## src/hw/rtl/pls_pkg.sv

```systemverilog
package pls_pkg;

    localparam int LIST_DEPTH  = 64;
    localparam int ENTRY_WIDTH = 32;
    localparam int IDX_W       = $clog2(LIST_DEPTH);
    localparam int CNT_W       = $clog2(LIST_DEPTH + 1);
    localparam int POS_W       = 7;
    localparam int CMD_W       = 3;
    localparam int ST_W        = 2;

    typedef enum logic [CMD_W-1:0] {
        CMD_APPEND   = 3'd0,
        CMD_INSERT   = 3'd1,
        CMD_DELETE   = 3'd2,
        CMD_RETRIEVE = 3'd3,
        CMD_REPLACE  = 3'd4,
        CMD_CLEAR    = 3'd5
    } t_cmd;

    typedef enum logic [ST_W-1:0] {
        ST_OK      = 2'd0,
        ST_BAD_POS = 2'd1,
        ST_FULL    = 2'd2
    } t_status;

    typedef struct packed {
        logic                   we;
        logic [IDX_W-1:0]       waddr;
        logic [ENTRY_WIDTH-1:0] wdata;
        logic                   re;
        logic [IDX_W-1:0]       raddr;
    } t_mem_req;

    typedef struct packed {
        logic                   valid;
        logic [ENTRY_WIDTH-1:0] value;
        t_status                status;
        logic [CNT_W-1:0]       count;
    } t_result;

endpackage

```

## src/hw/rtl/pls_store.sv

```systemverilog
module pls_store
    import pls_pkg::*;
(
    input  logic                   i_clk,
    input  t_mem_req               i_req,
    output logic [ENTRY_WIDTH-1:0] o_rdata
);

    logic [ENTRY_WIDTH-1:0] r_mem [LIST_DEPTH];
    logic [ENTRY_WIDTH-1:0] r_rdata;

    always_ff @(posedge i_clk) begin
        if (i_req.we) begin
            r_mem[i_req.waddr] <= i_req.wdata;
        end
        if (i_req.re) begin
            r_rdata <= r_mem[i_req.raddr];
        end
    end

    assign o_rdata = r_rdata;

endmodule

```

## src/hw/rtl/pls_ctrl.sv

```systemverilog
module pls_ctrl
    import pls_pkg::*;
(
    input  logic                   i_clk,
    input  logic                   i_rst_n,
    input  logic                   i_in_valid,
    output logic                   o_in_ready,
    input  logic [CMD_W-1:0]       i_command,
    input  logic [POS_W-1:0]       i_position,
    input  logic [ENTRY_WIDTH-1:0] i_new_value,
    output t_mem_req               o_req,
    input  logic [ENTRY_WIDTH-1:0] i_rdata,
    output t_result                o_res,
    input  logic                   i_res_ready
);

    typedef enum logic [3:0] {
        S_IDLE = 4'b0001,
        S_MOVE = 4'b0010,
        S_PUT  = 4'b0100,
        S_DONE = 4'b1000
    } t_state;

    t_state                 r_state, n_state;
    logic [CNT_W-1:0]       r_count, n_count;
    logic [IDX_W-1:0]       r_idx, n_idx;
    logic [IDX_W-1:0]       r_last, n_last;
    logic [IDX_W-1:0]       r_wa, n_wa;
    logic [IDX_W-1:0]       r_pos, n_pos;
    logic [ENTRY_WIDTH-1:0] r_val, n_val;
    logic [ENTRY_WIDTH-1:0] r_value, n_value;
    t_status                r_status, n_status;
    logic                   r_up, n_up;
    logic                   r_ins, n_ins;
    logic                   r_more, n_more;
    logic                   r_first_cap, n_first_cap;
    logic                   r_rd_act, n_rd_act;
    logic                   r_rd_cap, n_rd_cap;

    logic [CNT_W-1:0]       w_cnt_m1;
    logic [IDX_W-1:0]       w_pos_idx;
    logic                   w_full;

    assign w_cnt_m1   = r_count - 1'b1;
    assign w_pos_idx  = i_position[IDX_W-1:0];
    assign w_full     = (r_count == CNT_W'(LIST_DEPTH));
    assign o_in_ready = (r_state == S_IDLE);

    always_comb begin
        n_state     = r_state;
        n_count     = r_count;
        n_idx       = r_idx;
        n_last      = r_last;
        n_wa        = r_wa;
        n_pos       = r_pos;
        n_val       = r_val;
        n_value     = r_value;
        n_status    = r_status;
        n_up        = r_up;
        n_ins       = r_ins;
        n_more      = r_more;
        n_first_cap = r_first_cap;
        n_rd_act    = r_rd_act;
        n_rd_cap    = r_rd_cap;
        o_req       = '0;

        case (r_state)
            S_IDLE: begin
                if (i_in_valid) begin
                    n_state     = S_DONE;
                    n_value     = '0;
                    n_status    = ST_OK;
                    n_rd_act    = 1'b0;
                    n_ins       = 1'b0;
                    n_pos       = w_pos_idx;
                    n_val       = i_new_value;
                    case (t_cmd'(i_command))
                        CMD_APPEND: begin
                            if (w_full) begin
                                n_status = ST_FULL;
                            end else begin
                                o_req.we    = 1'b1;
                                o_req.waddr = r_count[IDX_W-1:0];
                                o_req.wdata = i_new_value;
                                n_count     = r_count + 1'b1;
                            end
                        end
                        CMD_INSERT: begin
                            if (i_position > r_count) begin
                                n_status = ST_BAD_POS;
                            end else if (w_full) begin
                                n_status = ST_FULL;
                            end else begin
                                n_count = r_count + 1'b1;
                                n_ins   = 1'b1;
                                if (i_position == r_count) begin
                                    n_state = S_PUT;
                                end else begin
                                    // Walk downwards, moving each entry one place up.
                                    n_state     = S_MOVE;
                                    n_idx       = w_cnt_m1[IDX_W-1:0];
                                    n_last      = w_pos_idx;
                                    n_up        = 1'b0;
                                    n_more      = 1'b1;
                                    n_first_cap = 1'b0;
                                end
                            end
                        end
                        CMD_DELETE: begin
                            if (i_position >= r_count) begin
                                n_status = ST_BAD_POS;
                            end else begin
                                // The first read returns the removed entry; the rest move down.
                                n_count     = w_cnt_m1;
                                n_state     = S_MOVE;
                                n_idx       = w_pos_idx;
                                n_last      = w_cnt_m1[IDX_W-1:0];
                                n_up        = 1'b1;
                                n_more      = 1'b1;
                                n_first_cap = 1'b1;
                            end
                        end
                        CMD_RETRIEVE: begin
                            if (i_position >= r_count) begin
                                n_status = ST_BAD_POS;
                            end else begin
                                n_state     = S_MOVE;
                                n_idx       = w_pos_idx;
                                n_last      = w_pos_idx;
                                n_up        = 1'b1;
                                n_more      = 1'b1;
                                n_first_cap = 1'b1;
                            end
                        end
                        CMD_REPLACE: begin
                            if (i_position >= r_count) begin
                                n_status = ST_BAD_POS;
                            end else begin
                                o_req.we    = 1'b1;
                                o_req.waddr = w_pos_idx;
                                o_req.wdata = i_new_value;
                            end
                        end
                        CMD_CLEAR: begin
                            n_count = '0;
                        end
                        default: begin
                        end
                    endcase
                end
            end
            S_MOVE: begin
                // Data read in the previous cycle is either captured or written back.
                if (r_rd_act) begin
                    if (r_rd_cap) begin
                        n_value = i_rdata;
                    end else begin
                        o_req.we    = 1'b1;
                        o_req.waddr = r_wa;
                        o_req.wdata = i_rdata;
                    end
                end
                if (r_more) begin
                    o_req.re    = 1'b1;
                    o_req.raddr = r_idx;
                    n_rd_act    = 1'b1;
                    n_rd_cap    = r_first_cap;
                    n_wa        = r_up ? (r_idx - 1'b1) : (r_idx + 1'b1);
                    n_first_cap = 1'b0;
                    if (r_idx == r_last) begin
                        n_more = 1'b0;
                    end else begin
                        n_idx = r_up ? (r_idx + 1'b1) : (r_idx - 1'b1);
                    end
                end else begin
                    n_rd_act = 1'b0;
                    if (!r_rd_act) begin
                        n_state = r_ins ? S_PUT : S_DONE;
                    end
                end
            end
            S_PUT: begin
                o_req.we    = 1'b1;
                o_req.waddr = r_pos;
                o_req.wdata = r_val;
                n_state     = S_DONE;
            end
            S_DONE: begin
                if (i_res_ready) begin
                    n_state = S_IDLE;
                end
            end
            default: begin
                n_state = S_IDLE;
            end
        endcase
    end

    always_comb begin
        o_res.valid  = (r_state == S_DONE);
        o_res.value  = r_value;
        o_res.status = r_status;
        o_res.count  = r_count;
    end

    always_ff @(posedge i_clk) begin
        if (!i_rst_n) begin
            r_state  <= S_IDLE;
            r_count  <= '0;
            r_more   <= 1'b0;
            r_rd_act <= 1'b0;
        end else begin
            r_state  <= n_state;
            r_count  <= n_count;
            r_more   <= n_more;
            r_rd_act <= n_rd_act;
        end
    end

    always_ff @(posedge i_clk) begin
        r_idx       <= n_idx;
        r_last      <= n_last;
        r_wa        <= n_wa;
        r_pos       <= n_pos;
        r_val       <= n_val;
        r_value     <= n_value;
        r_status    <= n_status;
        r_up        <= n_up;
        r_ins       <= n_ins;
        r_first_cap <= n_first_cap;
        r_rd_cap    <= n_rd_cap;
    end

endmodule

```

## src/hw/rtl/positional_list_store.sv

```systemverilog
// Ordered list of up to LIST_DEPTH entries kept contiguously in one memory.
// Input channel (i_in_valid / o_in_ready) carries one command beat: append,
// insert, delete, retrieve, replace or clear, with a position and a value.
// Output channel (o_out_valid / i_out_ready) returns exactly one result beat
// per command: the value read, a status, the new count and empty/full flags.
// Commands are handled one at a time. Append, replace, clear, failed commands
// and unused codes go straight to the result; insert at the end of the list
// first writes the value, and retrieve reads the entry through the memory.
// Insert and delete move entries through the memory's one read port and one
// write port, one entry per cycle, pipelined over the registered read. The
// next command is accepted once the result has been placed in the output
// register. Reset empties the list; memory contents are not cleared, as
// entries above the count are never read. If the receiver stalls, the result
// is held in the output register, the controller keeps the following result
// until that register is free, and o_in_ready stays low meanwhile.
module positional_list_store
    import pls_pkg::*;
(
    input  logic                   i_clk,
    input  logic                   i_rst_n,
    input  logic                   i_in_valid,
    output logic                   o_in_ready,
    input  logic [CMD_W-1:0]       i_command,
    input  logic [POS_W-1:0]       i_position,
    input  logic [ENTRY_WIDTH-1:0] i_new_value,
    output logic                   o_out_valid,
    input  logic                   i_out_ready,
    output logic [ENTRY_WIDTH-1:0] o_read_value,
    output logic [ST_W-1:0]        o_status,
    output logic [CNT_W-1:0]       o_count_now,
    output logic                   o_is_empty,
    output logic                   o_is_full
);

    t_mem_req               w_req;
    t_result                w_res;
    logic [ENTRY_WIDTH-1:0] w_rdata;
    logic                   w_res_ready;

    logic                   r_out_valid;
    logic [ENTRY_WIDTH-1:0] r_read_value;
    logic [ST_W-1:0]        r_status;
    logic [CNT_W-1:0]       r_count_now;
    logic                   r_is_empty;
    logic                   r_is_full;

    pls_ctrl u_ctrl (
        .i_clk       (i_clk),
        .i_rst_n     (i_rst_n),
        .i_in_valid  (i_in_valid),
        .o_in_ready  (o_in_ready),
        .i_command   (i_command),
        .i_position  (i_position),
        .i_new_value (i_new_value),
        .o_req       (w_req),
        .i_rdata     (w_rdata),
        .o_res       (w_res),
        .i_res_ready (w_res_ready)
    );

    pls_store u_store (
        .i_clk   (i_clk),
        .i_req   (w_req),
        .o_rdata (w_rdata)
    );

    assign w_res_ready = !r_out_valid || i_out_ready;

    always_ff @(posedge i_clk) begin
        if (!i_rst_n) begin
            r_out_valid <= 1'b0;
        end else if (w_res_ready) begin
            r_out_valid <= w_res.valid;
        end
    end

    always_ff @(posedge i_clk) begin
        if (w_res_ready && w_res.valid) begin
            r_read_value <= w_res.value;
            r_status     <= w_res.status;
            r_count_now  <= w_res.count;
            r_is_empty   <= (w_res.count == '0);
            r_is_full    <= (w_res.count == CNT_W'(LIST_DEPTH));
        end
    end

    assign o_out_valid  = r_out_valid;
    assign o_read_value = r_read_value;
    assign o_status     = r_status;
    assign o_count_now  = r_count_now;
    assign o_is_empty   = r_is_empty;
    assign o_is_full    = r_is_full;

`ifndef NO_ASSERTIONS
    a_one_at_a_time: assert property (@(posedge i_clk) disable iff (!i_rst_n)
        i_in_valid && o_in_ready |=> !o_in_ready)
        else $error("second command taken while one is in progress");

    a_count_bound: assert property (@(posedge i_clk) disable iff (!i_rst_n)
        o_out_valid |-> o_count_now <= CNT_W'(LIST_DEPTH))
        else $error("count beyond list depth");

    a_fail_reads_zero: assert property (@(posedge i_clk) disable iff (!i_rst_n)
        o_out_valid && o_status != ST_OK |-> o_read_value == '0)
        else $error("failed command returned data");

    a_port_overlap: assert property (@(posedge i_clk) disable iff (!i_rst_n)
        w_req.we && w_req.re |-> w_req.waddr != w_req.raddr)
        else $error("read and write to the same entry in one cycle");
`endif

endmodule
```

## config.mk

```make
export PLATFORM = sky130hd
export DESIGN_NAME = positional_list_store
export DESIGN_NICKNAME = d
export VERILOG_FILES = /design/src/hw/rtl/pls_pkg.sv /design/src/hw/rtl/pls_store.sv /design/src/hw/rtl/pls_ctrl.sv /design/src/hw/rtl/positional_list_store.sv
export SDC_FILE = /design/constraint.sdc
export NUM_CORES = 2
export LEC_CHECK = 0
export BUFFER_PORTS_ARGS = -buffer_cell sky130_fd_sc_hd__buf_2
export CORE_ASPECT_RATIO = 0.9
export CORE_UTILIZATION = 50
export CTS_BUF_LIST = sky130_fd_sc_hd__clkbuf_8
export DETAILED_ROUTE_END_ITERATION = 8
export PLACE_DENSITY_LB_ADDON = 0.3
export SLEW_MARGIN = 5
export SYNTH_ARGS = -nofsm -noshare
export SYNTH_HDL_FRONTEND = slang
export SYNTH_SLANG_ARGS = --single-unit
```

## constraint.sdc

```tcl
create_clock -name i_clk -period 6.02 [get_ports i_clk]
set_clock_uncertainty 0.2 [all_clocks]
set_input_delay 0.301 -clock i_clk [delete_from_list [all_inputs] [get_ports i_clk]]
set_output_delay 0.301 -clock i_clk [all_outputs]
set_load 0.02 [all_outputs]
```

==> out/summary.txt <==
outcome: complete, but fails checks
failing checks: max-capacitance violations, max-slew violations
largest net degree at the start of global routing: 110
Iter 0 DRT Violations: 7989
1st-pass router iterations: 9
Worst VDD drop: 0.230 mV
CP endpoint kind: register
GR Overflow Total: 0
final setup vio count: 0
footprint of the multi-input gates: 0.0199 mm^2
number of synthesized register bits: 2231
vias post-DR: 53400
commonest non-fill, non-tap cells in the layout: edfxtp_1, nand2_1, mux2i_1
IO Port Bufs: 90
Worst Path Max Fanout: 32
initial antenna violation count: 16
final WL: 259000 um
Avg Cell Area, Syn: 15.9 um^2
max-slew violations: 2
hold crit path type: input pin to register
Setup WS pre-CTS: 1040 ps
register area: 0.0669 mm^2
setup TNS: 0 ps
final core utilization: 0.570
Post-CTS Resized: 0
part of the Yosys area used for sequential elements: 0.762
Post-synth EDFFs: 2217
total power: 29.7 mW
Ys Warns: 0
arrival time worst endpoint: 5540 ps
row cnt: 145
area growth from synthesis to layout: 13.1%
Final ANT Viol Nets: 0
Worst setup SP type: register
CTS tree: yes
Die Y: 399 um
pwr/cell area: 299 mW/mm^2
Cells after Synth: 5530
Setup Crit Path Kind: register to register
Clock transition at path regs: 70 ps
DR vias/cell: 6.32
first-pass GRT wire length: 363000 um
CTS max path bufs: 4
Slew @ Worst Pin: 1550 ps
hpwl dp: 156000 um
# fillers: 13100
commonest non-fill, non-tap cell in the layout: edfxtp_1
core area: 0.174 mm^2
RSZ-0062 raised after global routing: false
Final min period: 5110 ps
Root Driver: clkbuf_8
Final period util: 0.848
Sinks on Clock Net: 2231
Rel. slew slack: -0.0409
DRC: 0
CTS buffer count: 352
total track usage: 0.287
syn_nets: 5588
Cell variety after synth: 72
Layout Nets: 5980
routed len/inst: 30.6 um
leakage: 35.2 nW
setup ws final: 914 ps
io pins: 91
max_cap viols: 1
final hold viol count: 0
number of global-route vias before repair: 50300
Max Fclk: 0.196 GHz
Clock Latency Late Sink: 1050 ps
Mapped Area: 0.0877 mm^2
asr flop ratio synth: 0
Worst EP required: 6450 ps
Die Wd: 444 um
share of layout cells above drive strength 1: 0.171
Die Area: 0.177 mm^2
top_reg_cell synth: edfxtp_1
Initial Utilization: 0.504
gpl congestion: 0.936
H-tree depth: 5
stage by stage:
step / cells / hold slack [ps] / area (um^2)
global route: 8445 / 45.2 / 99200
finish: 8447 / 66.5 / 99200
global placement: 7753 / 201 / 92100
detailed placement: 7754 / 205 / 92100
CTS: 8442 / 0.195 / 99200
floorplan: 5530 / 177 / 87700
metal layers:
layer,up-vias,track usage,part of all wire
met5,-,0,0.00029
met4,10,0.140,0.052
met3,662,0.0934,0.13
met2,3454,0.422,0.44
met1,26800,0.387,0.38
li1,22500,-,-
worst max-delay path: stages, from the launching register on:
cell	delay [ps]
dfxtp_1	540
inv_1	140
ha_1	320
a21oi_1	70
o21ai_0	580
a211oi_4	160
a21boi_1	910
nor2b_1	280
nand2_1	480
nor2_4	1000
path summary, 6_finish.rpt:
check,slack [ps],end,cells past startpoint,from
setup reg to reg,910,u_store.r_mem[12][0],9,u_ctrl.r_count[4]
setup / recovery,910,u_store.r_mem[12][0],9,u_ctrl.r_count[4]
hold reg to reg,220,o_read_value[23],0,u_ctrl.r_value[23]
hold / removal,70,u_ctrl.r_last[2],4,i_position[2]
timing repair:
| action | 4_1_cts | 5_1_grt |
|---|---|---|
| setup buffers | 0 | 0 |
| endpoints found under the hold margin | 387 | 0 |
| hold buffers | 92 | 0 |
final cells by class:
class                   instances  share of cell area
diodes                          5            0.000126
clock buffers                 359              0.0498
clock inverters               237              0.0116
inverters                      52             0.00202
multi-input cells            2880               0.200
flip-flops and latches       2231               0.674
well taps                    2278              0.0287
repair buffers                405              0.0334
sequential cells by signal, summed over array words and instances (netlist names), 2 cells and up:
name,count
u_ctrl.r_pos,6
u_ctrl.r_count,7
u_store.o_rdata,32
o_count_now,7
u_ctrl.r_idx,6
u_store.r_mem,2048
u_ctrl.r_wa,6
u_ctrl.r_state,4
o_read_value,32
u_ctrl.r_status,2
u_ctrl.r_value,32
u_ctrl.r_last,6
o_status,2
u_ctrl.r_val,32
kinds of logic after synthesis:
kind of cell | after synthesis | share of synthesized area
flip-flops | 2231 | 0.762
AND/OR/NAND/NOR | 1299 | 0.0636
AO/OA/AOI/OAI | 1000 | 0.0772
multiplexers | 550 | 0.0743
buffers and inverters | 419 | 0.0192
XOR/XNOR | 19 | 0.00190
adder cells (fa/ha/maj) | 12 | 0.00171
power breakdown:
group	internal [mW]	switching, mW
Sequential	17.0	0.0271
Clock	5.80	5.78
Combinational	0.353	0.708
Total	23.2	6.52
synthesized netlist by cell type (35+ instances only):
library cell,instances,share of area
mux2i_1,361,0.041
mux2_2,120,0.015
mux4_2,69,0.018
nor4_1,63,0.0045
buf_1,81,0.0035
a222oi_1,35,0.0040
nor2_1,150,0.0064
o21ai_0,79,0.0045
a21oi_1,335,0.019
nor3_1,49,0.0028
o22ai_1,97,0.0069
a211oi_1,74,0.0063
nand2_1,812,0.035
buf_2,80,0.0046
nand3_1,113,0.0064
a31oi_1,73,0.0052
edfxtp_1,2217,0.76
clkbuf_1,205,0.0088
o221ai_1,87,0.0087
inv_1,49,0.0021
Power figures use the tool's default switching activity.
